### config.mk
export PLATFORM = sky130hd
export DESIGN_NAME = height_map_token_parser
export DESIGN_NICKNAME = d
export VERILOG_FILES = /design/src/sv/hmtp_pkg.sv /design/src/sv/height_map_token_parser.sv /design/src/sv/hmtp_fifo.sv /design/src/sv/hmtp_front.sv /design/src/sv/hmtp_back.sv
export SDC_FILE = /design/constraint.sdc
export NUM_CORES = 1
export LEC_CHECK = 0
export ABC_AREA = 1
export BUFFER_PORTS_ARGS = -buffer_cell sky130_fd_sc_hd__buf_2
export CAP_MARGIN = 0
export CORE_UTILIZATION = 55
export CTS_CLUSTER_DIAMETER = 100
export DETAILED_ROUTE_END_ITERATION = 8
export PLACE_DENSITY = 0.74
export SLEW_MARGIN = 0
export SYNTH_ARGS = -nofsm -noshare
export SYNTH_HDL_FRONTEND = slang
export SYNTH_HIERARCHICAL = 1
export SYNTH_SLANG_ARGS = --single-unit
### constraint.sdc
create_clock -name clk -period 10.6 [get_ports clk]
set_input_delay 1.59 -clock clk [delete_from_list [all_inputs] [get_ports clk]]
set_output_delay 1.59 -clock clk [all_outputs]
set_load 0.03 [all_outputs]
### src/sv/hmtp_pkg.sv
// Shared types and constants of the height map token parser.
`default_nettype none
package hmtp_pkg;

	// Register file
	localparam int ADDR_W = 3;
	localparam int DATA_W = 32;
	localparam int MAPW_W = 13;
	localparam int MAPH_W = 17;
	localparam logic REG_MAP_WIDTH  = 1'b0;
	localparam logic REG_MAP_HEIGHT = 1'b1;

	// Queue depth between stages (power of two)
	localparam int QUEUE_DEPTH = 2;

	// Characters
	localparam logic [7:0] CH_NUL   = 8'h00;
	localparam logic [7:0] CH_SPACE = 8'h20;
	localparam logic [7:0] CH_TAB   = 8'h09;
	localparam logic [7:0] CH_CR    = 8'h0D;
	localparam logic [7:0] CH_PLUS  = 8'h2B;
	localparam logic [7:0] CH_MINUS = 8'h2D;
	localparam logic [7:0] CH_COMMA = 8'h2C;
	localparam logic [7:0] CH_0     = 8'h30;
	localparam logic [7:0] CH_1     = 8'h31;
	localparam logic [7:0] CH_9     = 8'h39;
	localparam logic [7:0] CH_LA    = 8'h61;
	localparam logic [7:0] CH_LF    = 8'h66;
	localparam logic [7:0] CH_UA    = 8'h41;
	localparam logic [7:0] CH_UF    = 8'h46;
	localparam logic [7:0] CH_LX    = 8'h78;
	localparam logic [7:0] CH_UX    = 8'h58;

	localparam logic [31:0] DEFAULT_COLOR = 32'h77FF_FFFF;

	// Character classes produced by the front end
	typedef enum logic [3:0] {
		CLS_NUL,
		CLS_SPACE,
		CLS_PLUS,
		CLS_MINUS,
		CLS_ZERO,
		CLS_DIGIT,
		CLS_HEXAF,
		CLS_X,
		CLS_COMMA,
		CLS_OTHER
	} cls_t;

	typedef struct packed {
		logic [7:0] text_byte;
		logic       end_of_text;
	} in_word_t;

	typedef struct packed {
		cls_t       cls;
		logic [3:0] val;
		logic       last;
	} cls_word_t;

	typedef struct packed {
		logic [11:0]        col_x;
		logic [15:0]        row_y;
		logic signed [31:0] height_z;
		logic [31:0]        point_color;
		logic               parse_error;
		logic               is_last;
	} out_word_t;

endpackage
`default_nettype wire

### src/sv/height_map_token_parser.sv
// Height map token parser top level: register port, front end, queues, back end.
// Each byte is registered in the input queue and its result in the output queue.
// Throughput: one byte per cycle while the output queue is not full.
// Two-entry queues sit before and after the back end, so each side stalls on its own.
// Reset clears both queues, the parser, the cursor and the error flag.
// Reset sets map width and map height to one.
`default_nettype none
module height_map_token_parser
	import hmtp_pkg::*;
#(
	parameter int MAX_WIDTH  = 4096,
	parameter int MAX_HEIGHT = 65536
) (
	input  wire logic              clk,
	input  wire logic              arst_n,
	input  wire logic              push,
	input  wire in_word_t          din,
	output logic                   full,
	input  wire logic              pop,
	output out_word_t              dout,
	output logic                   empty,
	input  wire logic              psel,
	input  wire logic              penable,
	input  wire logic              pwrite,
	input  wire logic [ADDR_W-1:0] paddr,
	input  wire logic [DATA_W-1:0] pwdata,
	output logic [DATA_W-1:0]      prdata,
	output logic                   pready
);

	logic [MAPW_W-1:0] map_width_q;
	logic [MAPH_W-1:0] map_height_q;
	logic              reg_idx;

	cls_word_t cw_in, cw_q;
	out_word_t ow;
	logic      q_empty, q_pop, out_full, out_push;

	assign pready  = 1'b1;
	assign reg_idx = paddr[2];

	// Write registers
	always_ff @(posedge clk or negedge arst_n) begin
		if (!arst_n) begin
			map_width_q  <= MAPW_W'(1);
			map_height_q <= MAPH_W'(1);
		end else if (psel && penable && pwrite && pready) begin
			unique case (reg_idx)
				REG_MAP_WIDTH:  map_width_q  <= pwdata[MAPW_W-1:0];
				REG_MAP_HEIGHT: map_height_q <= pwdata[MAPH_W-1:0];
				default: ;
			endcase
		end
	end

	// Read registers
	always_comb begin
		unique case (reg_idx)
			REG_MAP_WIDTH:  prdata = DATA_W'(map_width_q);
			REG_MAP_HEIGHT: prdata = DATA_W'(map_height_q);
			default:        prdata = '0;
		endcase
	end

	hmtp_front u_front (
		.din (din),
		.cw  (cw_in)
	);

	hmtp_fifo #(
		.W ($bits(cls_word_t))
	) u_in_q (
		.clk    (clk),
		.arst_n (arst_n),
		.push   (push),
		.wdata  (cw_in),
		.full   (full),
		.pop    (q_pop),
		.rdata  (cw_q),
		.empty  (q_empty)
	);

	hmtp_back #(
		.MAX_WIDTH  (MAX_WIDTH),
		.MAX_HEIGHT (MAX_HEIGHT)
	) u_back (
		.clk        (clk),
		.arst_n     (arst_n),
		.qw         (cw_q),
		.q_empty    (q_empty),
		.q_pop      (q_pop),
		.out_full   (out_full),
		.out_push   (out_push),
		.ow         (ow),
		.map_width  (map_width_q),
		.map_height (map_height_q)
	);

	hmtp_fifo #(
		.W ($bits(out_word_t))
	) u_out_q (
		.clk    (clk),
		.arst_n (arst_n),
		.push   (out_push),
		.wdata  (ow),
		.full   (out_full),
		.pop    (pop),
		.rdata  (dout),
		.empty  (empty)
	);

	// A result is only formed from a word taken off the input queue
	a_push_needs_pop: assert property (@(posedge clk) disable iff (!arst_n)
		out_push |-> q_pop)
		else $error("result pushed without consuming a byte");

	// The back end never takes a word from an empty queue or into a full one
	a_pop_valid: assert property (@(posedge clk) disable iff (!arst_n)
		q_pop |-> (!q_empty && !out_full))
		else $error("back end stepped while stalled");

	// End of text always yields exactly one result word marked last
	a_last_emits: assert property (@(posedge clk) disable iff (!arst_n)
		(q_pop && cw_q.last) |-> (out_push && ow.is_last))
		else $error("end of text produced no final word");

endmodule
`default_nettype wire

### src/sv/hmtp_fifo.sv
// Small register queue used between the parser stages.
`default_nettype none
module hmtp_fifo
	import hmtp_pkg::*;
#(
	parameter int W = 8
) (
	input  wire logic         clk,
	input  wire logic         arst_n,
	input  wire logic         push,
	input  wire logic [W-1:0] wdata,
	output logic              full,
	input  wire logic         pop,
	output logic [W-1:0]      rdata,
	output logic              empty
);

	localparam int PW = $clog2(QUEUE_DEPTH);

	logic [W-1:0] mem_q [QUEUE_DEPTH];
	logic [PW-1:0] wr_q, rd_q;
	logic [PW:0] cnt_q;
	logic push_ok, pop_ok;

	assign full    = (cnt_q == (PW+1)'(QUEUE_DEPTH));
	assign empty   = (cnt_q == '0);
	assign push_ok = push && !full;
	assign pop_ok  = pop && !empty;
	assign rdata   = mem_q[rd_q];

	// Store entries
	always_ff @(posedge clk) begin
		if (push_ok) begin
			mem_q[wr_q] <= wdata;
		end
	end

	// Advance pointers and count
	always_ff @(posedge clk or negedge arst_n) begin
		if (!arst_n) begin
			wr_q  <= '0;
			rd_q  <= '0;
			cnt_q <= '0;
		end else begin
			if (push_ok) begin
				wr_q <= wr_q + PW'(1);
			end
			if (pop_ok) begin
				rd_q <= rd_q + PW'(1);
			end
			if (push_ok && !pop_ok) begin
				cnt_q <= cnt_q + (PW+1)'(1);
			end else if (pop_ok && !push_ok) begin
				cnt_q <= cnt_q - (PW+1)'(1);
			end
		end
	end

endmodule
`default_nettype wire

### src/sv/hmtp_front.sv
// Front end: classifies each text byte into a character class and value.
`default_nettype none
module hmtp_front
	import hmtp_pkg::*;
(
	input  wire in_word_t din,
	output cls_word_t     cw
);

	logic [7:0] b;

	assign b = din.text_byte;

	// Classify the byte
	always_comb begin
		cw.val  = b[3:0];
		cw.last = din.end_of_text || (b == CH_NUL);
		priority if (b == CH_NUL) begin
			cw.cls = CLS_NUL;
		end else if (b == CH_SPACE || (b >= CH_TAB && b <= CH_CR)) begin
			cw.cls = CLS_SPACE;
		end else if (b == CH_PLUS) begin
			cw.cls = CLS_PLUS;
		end else if (b == CH_MINUS) begin
			cw.cls = CLS_MINUS;
		end else if (b == CH_0) begin
			cw.cls = CLS_ZERO;
		end else if (b >= CH_1 && b <= CH_9) begin
			cw.cls = CLS_DIGIT;
		end else if ((b >= CH_LA && b <= CH_LF) || (b >= CH_UA && b <= CH_UF)) begin
			cw.cls = CLS_HEXAF;
			cw.val = b[3:0] + 4'd9;
		end else if (b == CH_LX || b == CH_UX) begin
			cw.cls = CLS_X;
		end else if (b == CH_COMMA) begin
			cw.cls = CLS_COMMA;
		end else begin
			cw.cls = CLS_OTHER;
		end
	end

endmodule
`default_nettype wire

### src/sv/hmtp_back.sv
// Back end: token state machine, grid cursor and result formation.
`default_nettype none
module hmtp_back
	import hmtp_pkg::*;
#(
	parameter int MAX_WIDTH  = 4096,
	parameter int MAX_HEIGHT = 65536
) (
	input  wire logic              clk,
	input  wire logic              arst_n,
	input  wire cls_word_t         qw,
	input  wire logic              q_empty,
	output logic                   q_pop,
	input  wire logic              out_full,
	output logic                   out_push,
	output out_word_t              ow,
	input  wire logic [MAPW_W-1:0] map_width,
	input  wire logic [MAPH_W-1:0] map_height
);

	localparam int CW = $clog2(MAX_WIDTH);
	localparam int RW = $clog2(MAX_HEIGHT);
	localparam int WW = (CW + 1 > MAPW_W) ? CW + 1 : MAPW_W;
	localparam int HW = (RW + 1 > MAPH_W) ? RW + 1 : MAPH_W;

	localparam logic [2:0] PH_IDLE   = 3'd0;
	localparam logic [2:0] PH_SIGN   = 3'd1;
	localparam logic [2:0] PH_DIGITS = 3'd2;
	localparam logic [2:0] PH_COMMA  = 3'd3;
	localparam logic [2:0] PH_ZERO   = 3'd4;
	localparam logic [2:0] PH_HEX    = 3'd5;

	typedef struct packed {
		logic [2:0]  ph;
		logic [31:0] h;
		logic        ng;
		logic [31:0] cc;
		logic        er;
	} prs_t;

	function automatic prs_t clear_tok(prs_t p);
		prs_t r;
		r    = p;
		r.ph = PH_IDLE;
		r.h  = '0;
		r.ng = 1'b0;
		r.cc = '0;
		return r;
	endfunction

	function automatic prs_t idle_step(prs_t p, cls_t c, logic [3:0] v);
		prs_t r;
		r = p;
		unique case (c)
			CLS_SPACE: ;
			CLS_PLUS, CLS_MINUS: begin
				r.ng = (c == CLS_MINUS);
				r.ph = PH_SIGN;
			end
			CLS_ZERO, CLS_DIGIT: begin
				r.h  = 32'(v);
				r.ph = PH_DIGITS;
			end
			default: r.er = 1'b1;
		endcase
		return r;
	endfunction

	function automatic logic [31:0] signed_h(prs_t p);
		return p.ng ? (32'd0 - p.h) : p.h;
	endfunction

	logic [2:0]    ph_q;
	logic [31:0]   h_q, cc_q;
	logic          neg_q, err_q, full_q;
	logic [CW-1:0] col_q, col_n;
	logic [RW-1:0] row_q, row_n;
	logic          full_n;

	prs_t        p;
	logic        redo, fin, emit, step, is_dig, is_hex;
	logic [31:0] fz, fc, col_ext, row_ext;
	logic [WW-1:0] w_raw, w_eff;
	logic [HW-1:0] h_raw, h_eff;

	assign step   = !q_empty && !out_full;
	assign q_pop  = step;
	assign is_dig = (qw.cls == CLS_ZERO) || (qw.cls == CLS_DIGIT);
	assign is_hex = is_dig || (qw.cls == CLS_HEXAF);

	// Clamp the configured map size
	always_comb begin
		w_raw = WW'(map_width);
		h_raw = HW'(map_height);
		priority if (w_raw == '0) begin
			w_eff = WW'(1);
		end else if (w_raw > WW'(MAX_WIDTH)) begin
			w_eff = WW'(MAX_WIDTH);
		end else begin
			w_eff = w_raw;
		end
		priority if (h_raw == '0) begin
			h_eff = HW'(1);
		end else if (h_raw > HW'(MAX_HEIGHT)) begin
			h_eff = HW'(MAX_HEIGHT);
		end else begin
			h_eff = h_raw;
		end
	end

	// Parse one classified byte, then flush on end of text
	always_comb begin
		p    = '{ph: ph_q, h: h_q, ng: neg_q, cc: cc_q, er: err_q};
		redo = 1'b0;
		fin  = 1'b0;
		fz   = '0;
		fc   = '0;
		if (qw.cls != CLS_NUL) begin
			unique case (p.ph)
				PH_SIGN: begin
					if (is_dig) begin
						p.h  = 32'(qw.val);
						p.ph = PH_DIGITS;
					end else begin
						p.er = 1'b1;
						p    = clear_tok(p);
						redo = 1'b1;
					end
				end
				PH_DIGITS: begin
					if (is_dig) begin
						p.h = (p.h << 3) + (p.h << 1) + 32'(qw.val);
					end else if (qw.cls == CLS_COMMA) begin
						p.ph = PH_COMMA;
					end else begin
						fin  = 1'b1;
						fz   = signed_h(p);
						fc   = DEFAULT_COLOR;
						p    = clear_tok(p);
						redo = 1'b1;
					end
				end
				PH_COMMA: begin
					if (qw.cls == CLS_ZERO) begin
						p.ph = PH_ZERO;
					end else begin
						p.er = 1'b1;
						fin  = 1'b1;
						fz   = signed_h(p);
						fc   = DEFAULT_COLOR;
						p    = clear_tok(p);
					end
				end
				PH_ZERO: begin
					if (qw.cls == CLS_X) begin
						p.cc = '0;
						p.ph = PH_HEX;
					end else begin
						p.er = 1'b1;
						fin  = 1'b1;
						fz   = signed_h(p);
						fc   = DEFAULT_COLOR;
						p    = clear_tok(p);
					end
				end
				PH_HEX: begin
					if (is_hex) begin
						p.cc = {p.cc[27:0], qw.val};
					end else begin
						fin  = 1'b1;
						fz   = signed_h(p);
						fc   = p.cc;
						p    = clear_tok(p);
						redo = 1'b1;
					end
				end
				default: p = idle_step(p, qw.cls, qw.val);
			endcase
			if (redo) begin
				p = idle_step(p, qw.cls, qw.val);
			end
		end
		// A token finished above leaves the phase idle or at a sign
		if (qw.last) begin
			unique case (p.ph)
				PH_SIGN: p.er = 1'b1;
				PH_DIGITS: begin
					fin = 1'b1;
					fz  = signed_h(p);
					fc  = DEFAULT_COLOR;
				end
				PH_COMMA, PH_ZERO: begin
					p.er = 1'b1;
					fin  = 1'b1;
					fz   = signed_h(p);
					fc   = DEFAULT_COLOR;
				end
				PH_HEX: begin
					fin = 1'b1;
					fz  = signed_h(p);
					fc  = p.cc;
				end
				default: ;
			endcase
		end
	end

	// Place the point and advance the cursor
	always_comb begin
		emit   = fin && !full_q;
		col_n  = col_q;
		row_n  = row_q;
		full_n = full_q;
		if (emit) begin
			if (WW'(col_q) + WW'(1) >= w_eff) begin
				col_n = '0;
				if (HW'(row_q) + HW'(1) >= h_eff) begin
					full_n = 1'b1;
				end else begin
					row_n = row_q + RW'(1);
				end
			end else begin
				col_n = col_q + CW'(1);
			end
		end
	end

	// Form the result word
	always_comb begin
		col_ext        = 32'(col_q);
		row_ext        = 32'(row_q);
		out_push       = step && (emit || qw.last);
		ow.col_x       = emit ? col_ext[11:0] : '0;
		ow.row_y       = emit ? row_ext[15:0] : '0;
		ow.height_z    = emit ? fz : '0;
		ow.point_color = emit ? fc : '0;
		ow.parse_error = p.er;
		ow.is_last     = qw.last;
	end

	// Update state; end of text returns everything to the start of a text
	always_ff @(posedge clk or negedge arst_n) begin
		if (!arst_n) begin
			ph_q   <= PH_IDLE;
			h_q    <= '0;
			neg_q  <= 1'b0;
			cc_q   <= '0;
			err_q  <= 1'b0;
			col_q  <= '0;
			row_q  <= '0;
			full_q <= 1'b0;
		end else if (step) begin
			if (qw.last) begin
				ph_q   <= PH_IDLE;
				h_q    <= '0;
				neg_q  <= 1'b0;
				cc_q   <= '0;
				err_q  <= 1'b0;
				col_q  <= '0;
				row_q  <= '0;
				full_q <= 1'b0;
			end else begin
				ph_q   <= p.ph;
				h_q    <= p.h;
				neg_q  <= p.ng;
				cc_q   <= p.cc;
				err_q  <= p.er;
				col_q  <= col_n;
				row_q  <= row_n;
				full_q <= full_n;
			end
		end
	end

endmodule
`default_nettype wire
==> results.py <==
metrics = {
    "synth": {
        "yosysSeqAreaShare_pct": 42.2,
        "synth_area_leaders": "edfxtp_1, nand2_1, dfrtp_1",
        "synthesis.area_um2": 22700,
        "postSynthRegisterBits": 342,
        "ys_warn_count": 6,
        "synth_top_flop_cell": "edfxtp_1",
        "synth_top_cell_by_area": "edfxtp_1",
        "synthArstFlopShare_pct": 39.8,
        "avgSynthCellArea_um2": 7.43,
        "synth_top_area_share_pct": 27.2,
        "synthDistinctLibCells": 59,
        "synth_edf_count": 206,
        "synthCells": 3058,
    },
    "drt": {
        "wl_per_cell_um": 16.6,
        "viasPerCell": 5.59,
        "routed_wl_mm": 61.1,
        "vias": 20633,
        "drt_first_iter_violations": 2124,
        "drt_first_pass_iters": 5,
        "final_antenna_net_count": 0,
        "drc": 0,
    },
    "grt": {
        "grt_max_degree": 92,
        "grt_remaining_overflow": 0,
        "grt_pass1_wl_mm": 96.3,
        "grt_pass1_vias": 18412,
        "grtUsageTotal_pct": 28.7,
        "antenna_found_initial": 0,
    },
    "sta": {
        "worstMarginPinSlew_ps": 1170,
        "setup_tns_ps": 0,
        "setup_viol": 0,
        "rsz0062_at_grt": "no",
        "timing.final.max_slew_violations": 0,
        "finalCritPeriodShare_pct": 65.3,
        "hold_viol": 0,
        "timing.final.crit_period_ps": 6920,
        "max_slew_margin_pct": 21.7,
        "clock_skew_ps": 29.0,
        "clock.fmax_mhz": 145,
    },
    "floorplanning": {
        "initial_utilization_pct": 55.7,
        "rows": 74,
        "die_w_um": 205,
        "pin_count": 180,
        "core_um2": 40800,
        "die_h_um": 205,
        "die_area_um2": 42100,
    },
    "run": {
        "cap_violations": 0,
    },
    "clocking": {
        "cts_buffers": 37,
        "cts_root_buffer": "clkbuf_16",
        "clk_latency_ps": 570,
        "path_clk_slew_ps": 60,
        "clock_path_buffers": 3,
        "postCtsSetupBuffers": 0,
        "clkSinkCount": 342,
        "htreeDepth": 2,
        "cts_tree": "done",
        "cts_resized": 0,
        "cts_hold_buffers": 0,
    },
    "finish": {
        "post_route_cells_drive_above_1_share_pct": 9.44,
        "mostFrequentLayoutCell": "nand2_1",
        "postLayoutCellArea_um2": 24900,
        "final_nets": 3278,
        "num_antenna_cells": 0,
        "final_cell_mix": "nand2_1, inv_1, nor2_1",
        "area_delta_synth_final_pct": 9.56,
    },
    "worst_setup_path": {
        "start_kind": "flip-flop",
        "r2r-start": "u_in_q/rd_q",
        "rr_endpoint": "u_out_q/mem_q[1][59]",
        "crit_arrival_ps": 7090,
        "reg2regPathDepth": 16,
        "criticalPathCategory": "reg -> reg",
        "worstPathRequired_ps": 10770,
        "crit_fanout": 63,
        "crit_path_end_kind": "flip-flop",
        "reg2reg_slack_ps": 3680,
    },
    "power_and_ir_drop": {
        "p_leak_nw": 11.9,
        "ir_worst_vdd_mv": 0.160,
        "power.density_nw_per_um2": 305,
    },
    "min_path": {
        "holdPathStages": 2,
        "hold_class": "reg -> reg",
        "hold_end": "u_in_q/wr_q",
        "worstHoldStart": "u_in_q/wr_q",
    },
    "placement": {
        "placed_cell_area_um2": 23600,
        "hpwl_mm": 43.2,
        "place.port_buffers": 146,
        "place_congestion": 0.949,
    },
    "status": {
        "status": "finished clean",
    },
}
## cell type report
class / instances / area [µm²]
Fill cell: 3615 / 15900
Multi-Input combinational cell: 2225 / 11100
Sequential cell: 342 / 9590
Inverter: 357 / 1340
Clock buffer: 44 / 983
Timing Repair Buffer: 164 / 872
Tap cell: 532 / 666
Clock inverter: 24 / 350
## where the power goes
part	switching, mW	internal (mW)
registers	0.207	1.86
clock network	0.553	0.865
logic	3.04	1.07
total	3.80	3.79
## per-layer routing
metal	track usage (%)	up-vias	share of wire, %
met3	4.64	87	8.3
li1	-	10162	-
met5	0	-	0
met1	42.9	9548	46
met4	7.30	0	2.3
met2	43.2	836	44
## through the flow
| stage | cells | util, % | setup WS [ps] | power [mW] | hold WS [ps] |
|---|---|---|---|---|---|
| 6_report | 3688 | 61.0 | 3680 | 7.59 | 488 |
| 5_1_grt | 3688 | 61.0 | 3240 | 8.12 | 513 |
| 4_1_cts | 3688 | 61.0 | 3760 | 7.55 | 485 |
| 3_5_place_dp | 3620 | 57.7 | 3790 | 6.12 | 470 |
| 3_3_place_gp | 3620 | 57.7 | 3880 | 6.03 | 461 |
| 2_1_floorplan | 3072 | - | 3870 | 5.08 | 449 |
## registers in the layout (all words and copies together), names as in the netlist
signal,cells
u_back/err_q,1
u_out_q/wr_q,1
u_in_q/cnt_q,2
map_width_q,13
u_back/col_q,12
u_in_q/rd_q,1
u_out_q/rd_q,1
u_back/h_q,32
u_back/full_q,1
u_out_q/cnt_q,2
u_in_q/wr_q,1
u_back/neg_q,1
u_back/row_q,16
u_back/ph_q,3
map_height_q,17
u_out_q/mem_q,188
u_in_q/mem_q,18
u_back/cc_q,32
## Yosys cell counts, drive strengths merged (3+ instances only)
library cell,n
nand2,1033
inv,354
nor2,231
nand3,219
edfxtp,206
o21ai,186
a21oi,171
dfrtp,134
ha,98
buf,87
o22ai,78
clkbuf,61
xor2,39
nand4,29
nor3,24
a211oi,23
and2,11
nand3b,10
nor4,9
a31oi,6
xnor2,6
a22oi,5
o211ai,5
o31ai,4
or4,4
a21o,3
clkinv,3
or2,3
## worst max-delay path by stage
| stage | startpoint | endpoint | cells past startpoint |
|---|---|---|---|
| 6_report | u_in_q/rd_q | u_out_q/mem_q[1][59] | 16 |
| 2_1_floorplan | u_in_q/rd_q | u_out_q/mem_q[1][0] | 16 |
| 3_5_place_dp | u_in_q/rd_q | u_out_q/mem_q[1][63] | 16 |
| 3_3_place_gp | u_in_q/rd_q | u_out_q/mem_q[1][57] | 16 |
| 4_1_cts | u_in_q/rd_q | u_out_q/mem_q[1][59] | 16 |
| 5_1_grt | u_in_q/rd_q | u_out_q/mem_q[1][59] | 16 |
## cells by family (layout without fill, tap and decap cells)
group / Yosys count / count (layout) / share of synthesized area, %
adder cells (fa/ha/maj): 101 / 101 / 5.62
buffers and inverters: 505 / 589 / 9.33
XOR/XNOR: 45 / 45 / 1.73
AND/OR/NAND/NOR: 1573 / 1573 / 28.7
other: 2 / 16 / 0.0330
flip-flops: 342 / 342 / 42.2
AO/OA/AOI/OAI: 490 / 490 / 12.4
## critical path: stages, from the launching register on
cell and delay (ps):
dfrtp_1 560, clkinv_1 340, nand2_1 130, nand2_1 110
nand3_1 100, buf_4 450, nand2_2 170, nor2_1 170
o21ai_0 180, inv_1 810, nor2_2 470, o21ai_0 340
nand2_1 180, inv_1 470, o21ai_0 310, nor2_4 820
buf_4 850
(Power assumes the default switching activity.)
